<file path="src/sv/ffsbt_pkg.sv">
`timescale 1ns / 1ps

package ffsbt_pkg;

   localparam int SLOT_COUNT_DEFAULT = 128;

   // slots held by one cell of the occupancy chain
   localparam int CELL_SLOTS = 8;
   localparam int CELL_SEL_W = $clog2(CELL_SLOTS);

   localparam logic FUNC_INSERT = 1'b0;
   localparam logic FUNC_FREE   = 1'b1;

   localparam logic STATUS_DONE = 1'b0;
   localparam logic STATUS_FULL = 1'b1;

   typedef struct packed {
      logic               func;
      logic [15:0]        block_name;
      logic signed [31:0] first_value;
      logic signed [31:0] second_value;
      logic [7:0]         block_kind;
      logic [6:0]         slot_addr;
   } req_type;

   typedef struct packed {
      logic               status;
      logic [6:0]         slot;
      logic [31:0]        new_id;
      logic [15:0]        freed_name;
      logic signed [31:0] freed_first;
      logic signed [31:0] freed_second;
      logic [7:0]         freed_kind;
   } rsp_type;

   // stored payload of one slot
   typedef struct packed {
      logic [15:0]        name;
      logic signed [31:0] first;
      logic signed [31:0] second;
      logic [7:0]         kind;
   } entry_type;

   // top -> cell
   typedef struct packed {
      logic                  clr;
      logic [CELL_SEL_W-1:0] clr_sel;
   } cell_cmd_type;

   // cell -> top
   typedef struct packed {
      logic                  hit;
      logic [CELL_SEL_W-1:0] sel;
   } cell_claim_type;

endpackage

</file>
<file path="src/sv/ffsbt_cell.sv">
`timescale 1ns / 1ps

module ffsbt_cell #(
   parameter int SLOT_COUNT = ffsbt_pkg::SLOT_COUNT_DEFAULT,
   parameter int CELL_ID    = 0
) (
   input  logic                     clock,
   input  logic                     reset,
   input  logic                     tok_in,
   output logic                     tok_out,
   input  ffsbt_pkg::cell_cmd_type  cmd,
   output ffsbt_pkg::cell_claim_type claim
);

   localparam int BASE = CELL_ID * ffsbt_pkg::CELL_SLOTS;

   logic [ffsbt_pkg::CELL_SLOTS-1:0] occ_ff, occ_in;
   logic                             tok_ff, tok_in_r;
   logic [ffsbt_pkg::CELL_SLOTS-1:0] free_vec;
   logic                             any_free;
   logic [ffsbt_pkg::CELL_SEL_W-1:0] sel;

   // slots past the end of the table never look free
   always_comb begin
      for (int j = 0; j < ffsbt_pkg::CELL_SLOTS; j++) begin
         free_vec[j] = !occ_ff[j] && (BASE + j < SLOT_COUNT);
      end
   end

   assign any_free = |free_vec;

   always_comb begin
      sel = '0;
      for (int j = ffsbt_pkg::CELL_SLOTS - 1; j >= 0; j--) begin
         if (free_vec[j]) begin
            sel = ffsbt_pkg::CELL_SEL_W'(j);
         end
      end
   end

   assign claim.hit = tok_ff && any_free;
   assign claim.sel = sel;
   assign tok_out   = tok_ff && !any_free;
   assign tok_in_r  = tok_in;

   always_comb begin
      occ_in = occ_ff;
      if (claim.hit) begin
         occ_in[sel] = 1'b1;
      end
      if (cmd.clr) begin
         occ_in[cmd.clr_sel] = 1'b0;
      end
   end

   always_ff @(posedge clock) begin
      if (reset) begin
         occ_ff <= '0;
         tok_ff <= 1'b0;
      end else begin
         occ_ff <= occ_in;
         tok_ff <= tok_in_r;
      end
   end

endmodule

</file>
<file path="config.mk">
export PLATFORM = sky130hd
export DESIGN_NAME = ffsbt_cell
export DESIGN_NICKNAME = d
export VERILOG_FILES = /design/src/sv/ffsbt_pkg.sv /design/src/sv/ffsbt_cell.sv
export SDC_FILE = /design/constraint.sdc
export NUM_CORES = 1
export LEC_CHECK = 0
export BUFFER_PORTS_ARGS = -buffer_cell sky130_fd_sc_hd__buf_2
export CAP_MARGIN = 25
export CORE_AREA = 5 5 42 44
export CTS_CLUSTER_DIAMETER = 50
export DETAILED_ROUTE_END_ITERATION = 7
export DIE_AREA = 0 0 47 49
export SLEW_MARGIN = 20
export SYNTH_ARGS = -nofsm -noshare
export SYNTH_HDL_FRONTEND = slang
export SYNTH_SLANG_ARGS = --single-unit
</file>
<file path="constraint.sdc">
create_clock -name clock -period 1.7 [get_ports clock]
set_clock_uncertainty 0.2 [all_clocks]
set_input_delay 0.255 -clock clock [delete_from_list [all_inputs] [get_ports clock]]
set_output_delay 0.255 -clock clock [all_outputs]
set_load 0.03 [all_outputs]
</file>
==> results of run 1 <==
## final timing paths
path,start,end,slack [ns],cells past startpoint
max,occ_ff[6],claim[0],-0.009,4
min,cmd[1],occ_ff[2],0.04,2
max reg2reg,occ_ff[6],occ_ff[7],0.31,5
min reg2reg,occ_ff[7],occ_ff[7],0.25,2
## cell families (layout without fill, tap and decap cells)
kind of cell,after synthesis,in the layout,synth area share [%]
AND/OR/NAND/NOR,23,23,24.8
flip-flops,9,9,36.1
AO/OA/AOI/OAI,20,20,30.3
buffers and inverters,6,31,8.77
## metrics by stage
stage                     worst slack, ns  utilization [%]  instances  area [sq um]
after floorplan                    0.0462                -         58           499
after global placement              0.129             41.0         85           574
after detailed placement           0.0965             41.0         85           574
after CTS                         -0.0120             50.3         97           704
after global routing              -0.0593             52.1         99           731
final                            -0.00852             52.1         99           731
## power groups by stage
stage / Sequential [mW] / Combinational (mW) / Clock (mW)
finish: 0.216 / 0.0649 / 0.164
global route: 0.217 / 0.0706 / 0.181
CTS: 0.215 / 0.0648 / 0.171
detailed placement: 0.226 / 0.0514 / 0
global placement: 0.225 / 0.0518 / 0
floorplan: 0.222 / 0.0377 / 0
## cell type report
cell class / instances / share of cell area, %
tap: 16 / 2.74
multi-input combinational: 43 / 40.8
sequential: 9 / 27.4
timing repair buffer: 23 / 22.4
inverter: 4 / 3.08
clock buffer: 4 / 3.60
## critical path, cell delays in order, from the launching register on
cell and delay [ns]:
dfxtp_1 0.37, nand2b_1 0.12, a21oi_2 0.07, or2_2 0.30, buf_6 0.14
## repair_timing
action                                  CTS  global route
pin swaps                                 3             5
resized for setup                        17             9
setup buffers                             7             2
endpoints found under the setup margin    5             5
hold endpoints to repair                  1             0
hold buffers                              1             0
## routing by layer
layer / part of all wire (%) / GRT usage, % / vias to the layer above / wire (um)
met1: 41 / 14.6 / 245 / 491
met5: 0 / 0 / - / 0
met4: 1.3 / 6.91 / 0 / 15
met3: 4.3 / 4.43 / 2 / 52
met2: 53 / 17.4 / 12 / 637
li1: - / - / 266 / -
## layout by cell type, fill, tap and decap left out, types with 2 or more instances in the layout
master / n
dfxtp_4: 4
nand2_2: 2
a211oi_1: 2
nor2_1: 9
clkbuf_4: 3
inv_1: 3
nor2b_1: 2
nand2b_1: 2
buf_2: 6
dfxtp_2: 4
nand3_1: 2
a31oi_1: 3
a311oi_1: 2
a41o_1: 2
buf_4: 15
a21oi_1: 3
## sequential cells by signal (all words and copies together) (netlist names)
register  cells
occ_ff        8
tok_ff        1
==> metrics.txt, run 1 <==
status=complete, but fails checks; failing checks=setup timing; clock tree buffer depth=2; Warnings, synthesis=0; Congestion Overflow GR=0; wire length of the first global-routing pass=2000 um; footprint of the multi-input gates=298 sq um; CTS tree=built; sequential cell fraction of total power=48.6%; critical path class=reg2out; Final Power=445 uW; initial antenna violation count=0; Slew Limit Fails=0; min Tclk post-route=1.71 ns; Tightest Pin Transition=0.280 ns; Avg Synthesized Cell Area=8.61 sq um; Crit. End Element=output pin; total CTS buffers=3; routed len/inst=12.1 um; share of the synthesized area in the top cell type=36.1%; asr flop ratio synth=0%; Gate power share=14.6%; Final Worst Setup Slack=-0.00852 ns; number of flops mapped to enable cells by yosys=0; #FFs+latches synth=9; Initial Util=35.6%; Site Rows=14; largest net degree at the start of global routing=10; dpl hpwl=794 um; drt total wl=1200 um; gr usage total=12.0%; CP Data Required Time=1.24 ns; RSZ-0062 raised after global routing=true; P&R area growth vs syn=46.4%; antenna viol nets, final=0; Tcrit/Tclk final=101%; num ports=12; Internal=333 uW; sequential cell area=200 sq um; fill cell count=147; type of the worst min-delay path=in2reg; First-pass DRT Iterations=4; ratio of cells with drive above 1 in the final layout=53.0%; VDD IR max=0.475 mV; drt drc=0; Port-buffer cells=11; DIE WIDTH=47 um; Final Hold Fails=0; die height=49 um; Placeable Area=1400 sq um; sequential element share of the synthesized area=36.1%; Max Fanout on Critical Path=5; Via density=5.30; Post-Syn Nets=65; clock network power share=36.8%; clock sink count=9; Die Area=2300 sq um; vias post-DR=525; Most used DFF post-synth=dfxtp_1; final hold slack=0.0374 ns; setup total negative slack=-0.00852 ns; Final setup viols=1; ant diodes=0; mapped cell area=499 sq um; clk root buf=clkbuf_4; number of global-route vias before repair=511; Worst Path Arrival=1.25 ns; Worst-path clk slew=0.06 ns; Post-Synthesis Cells=58; f_max=585 MHz; Setup crit start kind=flop; maxcap violations=0; Pwr Density=609 nW/um^2; post-synth top area cell=dfxtp_1; Slew headroom=81.3%; DR iter-0 viols=8; Clock H-tree levels=1; switching share of power=25.1%; Leak=0.299 nW; top post-synthesis cells by count=dfxtp_1, nor2_1, a31oi_1; insertion delay to the later sink of the worst-skew pair=0.26 ns; NumNets Final=91; NetSw=112 uW; synth top area cells=dfxtp_1, nor2_1, a31oi_1; count of different cell masters after synthesis=26; Routability Congestion=0.658
(Power assumes the default switching activity.)
==> run 2, diff against run 1 <==
--- a/config.mk
+++ b/config.mk
@@ -11,6 +11,7 @@
 export CTS_CLUSTER_DIAMETER = 50
 export DETAILED_ROUTE_END_ITERATION = 7
 export DIE_AREA = 0 0 47 49
+export SKIP_CTS_REPAIR_TIMING = 1
 export SLEW_MARGIN = 20
 export SYNTH_ARGS = -nofsm -noshare
 export SYNTH_HDL_FRONTEND = slang
==> metrics.txt, run 2 (synthesized netlist as in run 1, its figures left out) <==
Slew headroom=81.4% (+0.10 points); Worst Path Arrival=1.27 ns (+0.02 ns); Worst-path clk slew=0.06 ns (about the same); insertion delay to the later sink of the worst-skew pair=0.26 ns (about the same); drt drc=0 (unchanged); Initial Util=35.6% (unchanged); setup total negative slack=-0.0457 ns (-0.0372 ns); clk root buf=clkbuf_4; wire length of the first global-routing pass=1810 um (-9.7%); Final Power=435 uW (-2.3%); type of the worst min-delay path=in2reg; fill cell count=138 (-6.1%); routed len/inst=11.5 um (-4.9%); Final Worst Setup Slack=-0.0271 ns (-0.0186 ns); Tightest Pin Transition=0.278 ns (-0.00150 ns); vias post-DR=479 (-8.8%); drt total wl=1050 um (-13%); NumNets Final=83 (-8.8%); Via density=5.26 (-0.74%); dpl hpwl=794 um (unchanged); Final Hold Fails=1 (+1); Placed Cells=85 (unchanged); number of global-route vias before repair=437 (-14%); Leak=0.262 nW (-12%); clock sink count=9 (unchanged); DR iter-0 viols=3 (-5); routed wl met3=51 um (-1.9%); Non-Filler Instances=91 (-8.1%); largest registers=occ_ff (8), tok_ff (1); antenna viol nets, final=0 (unchanged); maxcap violations=0 (unchanged); largest net degree at the start of global routing=10 (unchanged); P&R area growth vs syn=35.3%; Pwr Density=643 nW/um^2 (+5.7%); DIE WIDTH=47 um (unchanged); gr usage total=10.9% (-1.1 points); Routability Congestion=0.658 (unchanged); commonest cells after routing, fill and taps aside=nor2_1, buf_2, buf_4, dfxtp_4, a31oi_1; Tcrit/Tclk final=102% (+1.1 points); Largest register FFs=8 (unchanged); Port-buffer cells=11 (unchanged); Slew Limit Fails=0 (unchanged); Die Area=2300 sq um (unchanged); ant diodes=0 (unchanged); Max Fanout on Critical Path=6 (+1); First-pass DRT Iterations=3 (-1); most flop-heavy register=occ_ff; clock tree buffer depth=2 (unchanged); worst slack, placed=0.0965 ns (unchanged); ratio of cells with drive above 1 in the final layout=49.3% (-3.7 points); status=complete, but fails checks; Congestion Overflow GR=0 (unchanged); failing checks=hold timing, setup timing; VDD IR max=0.438 mV (-7.7%); initial antenna violation count=0 (unchanged); CP Data Required Time=1.24 ns (about the same); Setup crit start kind=flop; num ports=12 (unchanged); critical path class=reg2out; die height=49 um (unchanged); total CTS buffers=3 (unchanged); Final setup viols=2 (+1); Clock H-tree levels=1 (unchanged); final hold slack=-0.00224 ns (-0.0396 ns); CTS tree=built; Site Rows=14 (unchanged); Crit. End Element=output pin; met2 WL=490 um (-23%); RSZ-0062 raised after global routing=true; min Tclk post-route=1.73 ns (+0.0186 ns); Top Layer Used=met4; Placeable Area=1400 sq um (unchanged); f_max=579 MHz (-1.1%); Met1 Wirelength=489 um (-0.41%)
==> run 2: changes by cell type in the layout (fill, tap and decap cells not counted), sizes merged <==
cell	previous run	this run
inv	4	3
buf	22	15
bufinv	0	1
dlygate4sd3	1	0
==> run 2: path summary, 6_finish.rpt <==
check        startpoint        end  slack (ns)  cells past startpoint
max reg2reg   occ_ff[7]  occ_ff[6]        0.35                      5
min              tok_in     tok_ff      -0.002                      2
min reg2reg   occ_ff[5]  occ_ff[5]        0.27                      2
max           occ_ff[1]    tok_out       -0.03                      4
==> run 2: layout make-up <==
| type | instances | area [sq um] | share of cell area [%] |
|---|---|---|---|
| clock buffers | 4 | 26.3 | 3.89 |
| inverters | 4 | 28.8 | 4.26 |
| multi-input cells | 43 | 302 | 44.6 |
| flip-flops and latches | 9 | 203 | 30.0 |
| well taps | 16 | 20.0 | 2.96 |
| repair buffers | 15 | 96.3 | 14.3 |
==> run 2: per-layer routing <==
metal | track usage, % | up-vias
li1 | - | 251
met1 | 14.3 | 216
met2 | 14.0 | 10
met3 | 4.43 | 2
met4 | 6.91 | 0
met5 | 0 | -
==> run 2: worst max-delay path: stages, from the launching register on <==
cell and delay (ns):
dfxtp_4 0.38, nand4_4 0.11, or2_4 0.28, nor2_4 0.10, buf_6 0.13
==> run 2: where the power goes <==
group	switching [mW]	total (mW)	leakage (nW)	internal, mW
Combinational	0.0289	0.0562	0.168	0.0273
Sequential	0.00657	0.216	0.0782	0.209
Clock	0.0725	0.163	0.0150	0.0903
==> run 2: per-stage QoR <==
stage | util [%] | cell area (sq um)
3_3_place_gp | 41.0 | 574
6_report | 48.2 | 676
3_5_place_dp | 41.0 | 574
2_1_floorplan | - | 499
5_1_grt | 48.2 | 676
4_1_cts | 42.9 | 601
==> run 3, diff against run 2 <==
--- a/config.mk
+++ b/config.mk
@@ -8,6 +8,7 @@
 export BUFFER_PORTS_ARGS = -buffer_cell sky130_fd_sc_hd__buf_2
 export CAP_MARGIN = 25
 export CORE_AREA = 5 5 42 44
+export CTS_BUF_LIST = sky130_fd_sc_hd__clkbuf_8 sky130_fd_sc_hd__clkbuf_16
 export CTS_CLUSTER_DIAMETER = 50
 export DETAILED_ROUTE_END_ITERATION = 7
 export DIE_AREA = 0 0 47 49
==> metrics.txt, run 3 (synthesized netlist as in run 1, its figures left out) <==
status=completed; min Tclk post-route=1.69 ns (-0.0366 ns); crit-path cells=nand4_4 > or2_4 > nor2_4 > buf_6; Slew headroom=81.4% (about the same); Setup crit start kind=flop; vias post-DR=488 (+1.9%); First-pass DRT Iterations=4 (+1); type of the worst min-delay path=in2reg; ant diodes=0 (unchanged); Slew Limit Fails=0 (unchanged); insertion delay to the later sink of the worst-skew pair=0.23 ns (-0.03 ns); Die Area=2300 sq um (unchanged); Via density=5.36 (+1.9%); VDD IR max=0.503 mV (+15%); Max Fanout on Critical Path=6 (unchanged); Congestion Overflow GR=0 (unchanged); Tcrit/Tclk final=99.4% (-2.2 points); critical path class=reg2out; ratio of cells with drive above 1 in the final layout=49.3% (unchanged); DIE WIDTH=47 um (unchanged); critical path's slowest cell=dfxtp_4; most common cell after layout, fill and taps aside=buf_2; initial antenna violation count=0 (unchanged); Pwr Density=740 nW/um^2 (+15%); drt total wl=1070 um (+2.0%); CTS tree=built; die height=49 um (unchanged); CP Data Required Time=1.24 ns (about the same); NumNets Final=83 (unchanged); clk root buf=clkbuf_8; clock tree buffer depth=2 (unchanged); met2 WL=501 um (+2.2%); largest net degree at the start of global routing=10 (unchanged); total CTS buffers=3 (unchanged); Largest stage delay, worst path=0.38 ns (about the same); maxcap violations=0 (unchanged); footprint of the multi-input gates=302 sq um (unchanged); antenna viol nets, final=0 (unchanged); Worst Path Arrival=1.24 ns (-0.03 ns); clock sink count=9 (unchanged); routed len/inst=11.7 um (+2.0%); Site Rows=14 (unchanged); Routability Congestion=0.658 (unchanged); dpl hpwl=794 um (unchanged); wire length of the first global-routing pass=1810 um (unchanged); RSZ-0062 raised after global routing=true; Largest register FFs=8 (unchanged); f_max=592 MHz (+2.2%); Final Power=512 uW (+18%); hold path start=tok_in; Top Layer Used=met4; Port-buffer cells=11 (unchanged); Final Hold Fails=0 (-1); CP startpoint=occ_ff[1]; Placed Cells=85 (unchanged); Tightest Pin Transition=0.278 ns (-0.000290 ns); sequential cell area=203 sq um (unchanged); DR iter-0 viols=5 (+2); num ports=12 (unchanged); Leak=0.273 nW (+4.4%); Initial Util=35.6% (unchanged); gr usage total=10.8% (-0.071 points); Crit. End Element=output pin; Non-Filler Instances=91 (unchanged); P&R area growth vs syn=38.6%; drt drc=0 (unchanged); number of global-route vias before repair=434 (-0.69%); Final setup viols=0 (-2); fill cell count=138 (unchanged); Placeable Area=1400 sq um (unchanged); Worst-path clk slew=0.04 ns (-0.02 ns); largest registers=occ_ff (8), tok_ff (1); routed wl met3=58 um (+14%); reg-to-reg startpoint=occ_ff[7]; Met1 Wirelength=502 um (+2.7%); Clock H-tree levels=1 (unchanged); commonest cells after routing, fill and taps aside=buf_2, nor2_1, dfxtp_4, buf_4; most flop-heavy register=occ_ff
run 3: changes by cell type in the layout (fill, tap and decap cells not counted):
| cell | before | now |
|---|---|---|
| buf_2 | 8 | 9 |
| buf_4 | 6 | 5 |
| clkbuf_1 | 1 | 0 |
| clkbuf_4 | 3 | 0 |
| clkbuf_8 | 0 | 3 |
| inv_1 | 3 | 4 |
run 3: worst max-delay path, delay by kind of cell, from the launching register on:
| family | cells | cell delay, ns |
|---|---|---|
| DFF | 1 | 0.38 |
| buffers and inverters | 1 | 0.13 |
| and+or+nand+nor | 3 | 0.49 |
run 3: routing by layer:
metal,GRT usage (%),vias to the layer above
met2,14.3,14
met1,14.6,222
met3,4.43,2
met5,0,-
met4,5.53,0
li1,-,250
run 3: cell type report:
class / instances / share of cell area, %
repair buffers: 15 / 13.6
flip-flops and latches: 9 / 29.3
clock buffers: 3 / 5.97
inverters: 4 / 4.16
multi-input cells: 43 / 43.6
well taps: 16 / 2.89
clock inverters: 1 / 0.542
run 3: path summary, 6_finish.rpt:
kind	end	slack, ns	cells past startpoint
worst min-delay path	tok_ff	0.03	2
worst max-delay path	tok_out	0.01	4
worst max register to register	occ_ff[7]	0.35	5
worst min register to register	occ_ff[5]	0.27	2
run 3: power breakdown:
| part | internal (mW) | leakage [nW] | switching, mW |
|---|---|---|---|
| clock network | 0.157 | 0.0269 | 0.0833 |
| registers | 0.210 | 0.0782 | 0.00653 |
| logic | 0.0267 | 0.168 | 0.0288 |
| total | 0.394 | 0.273 | 0.119 |
run 3: stage by stage:
| step | hold slack, ns | setup TNS, ns | setup WS, ns | utilization, % | cell area [sq um] |
|---|---|---|---|---|---|
| 2_1_floorplan | 0.163 | 0 | 0.0462 | - | 499 |
| 3_3_place_gp | 0.260 | 0 | 0.129 | 41.0 | 574 |
| 3_5_place_dp | 0.269 | 0 | 0.0965 | 41.0 | 574 |
| 4_1_cts | 0.0316 | -0.218 | -0.148 | 44.2 | 619 |
| 5_1_grt | 0.0481 | -0.0772 | -0.0392 | 49.4 | 692 |
| 6_report | 0.0319 | 0 | 0.00951 | 49.4 | 692 |
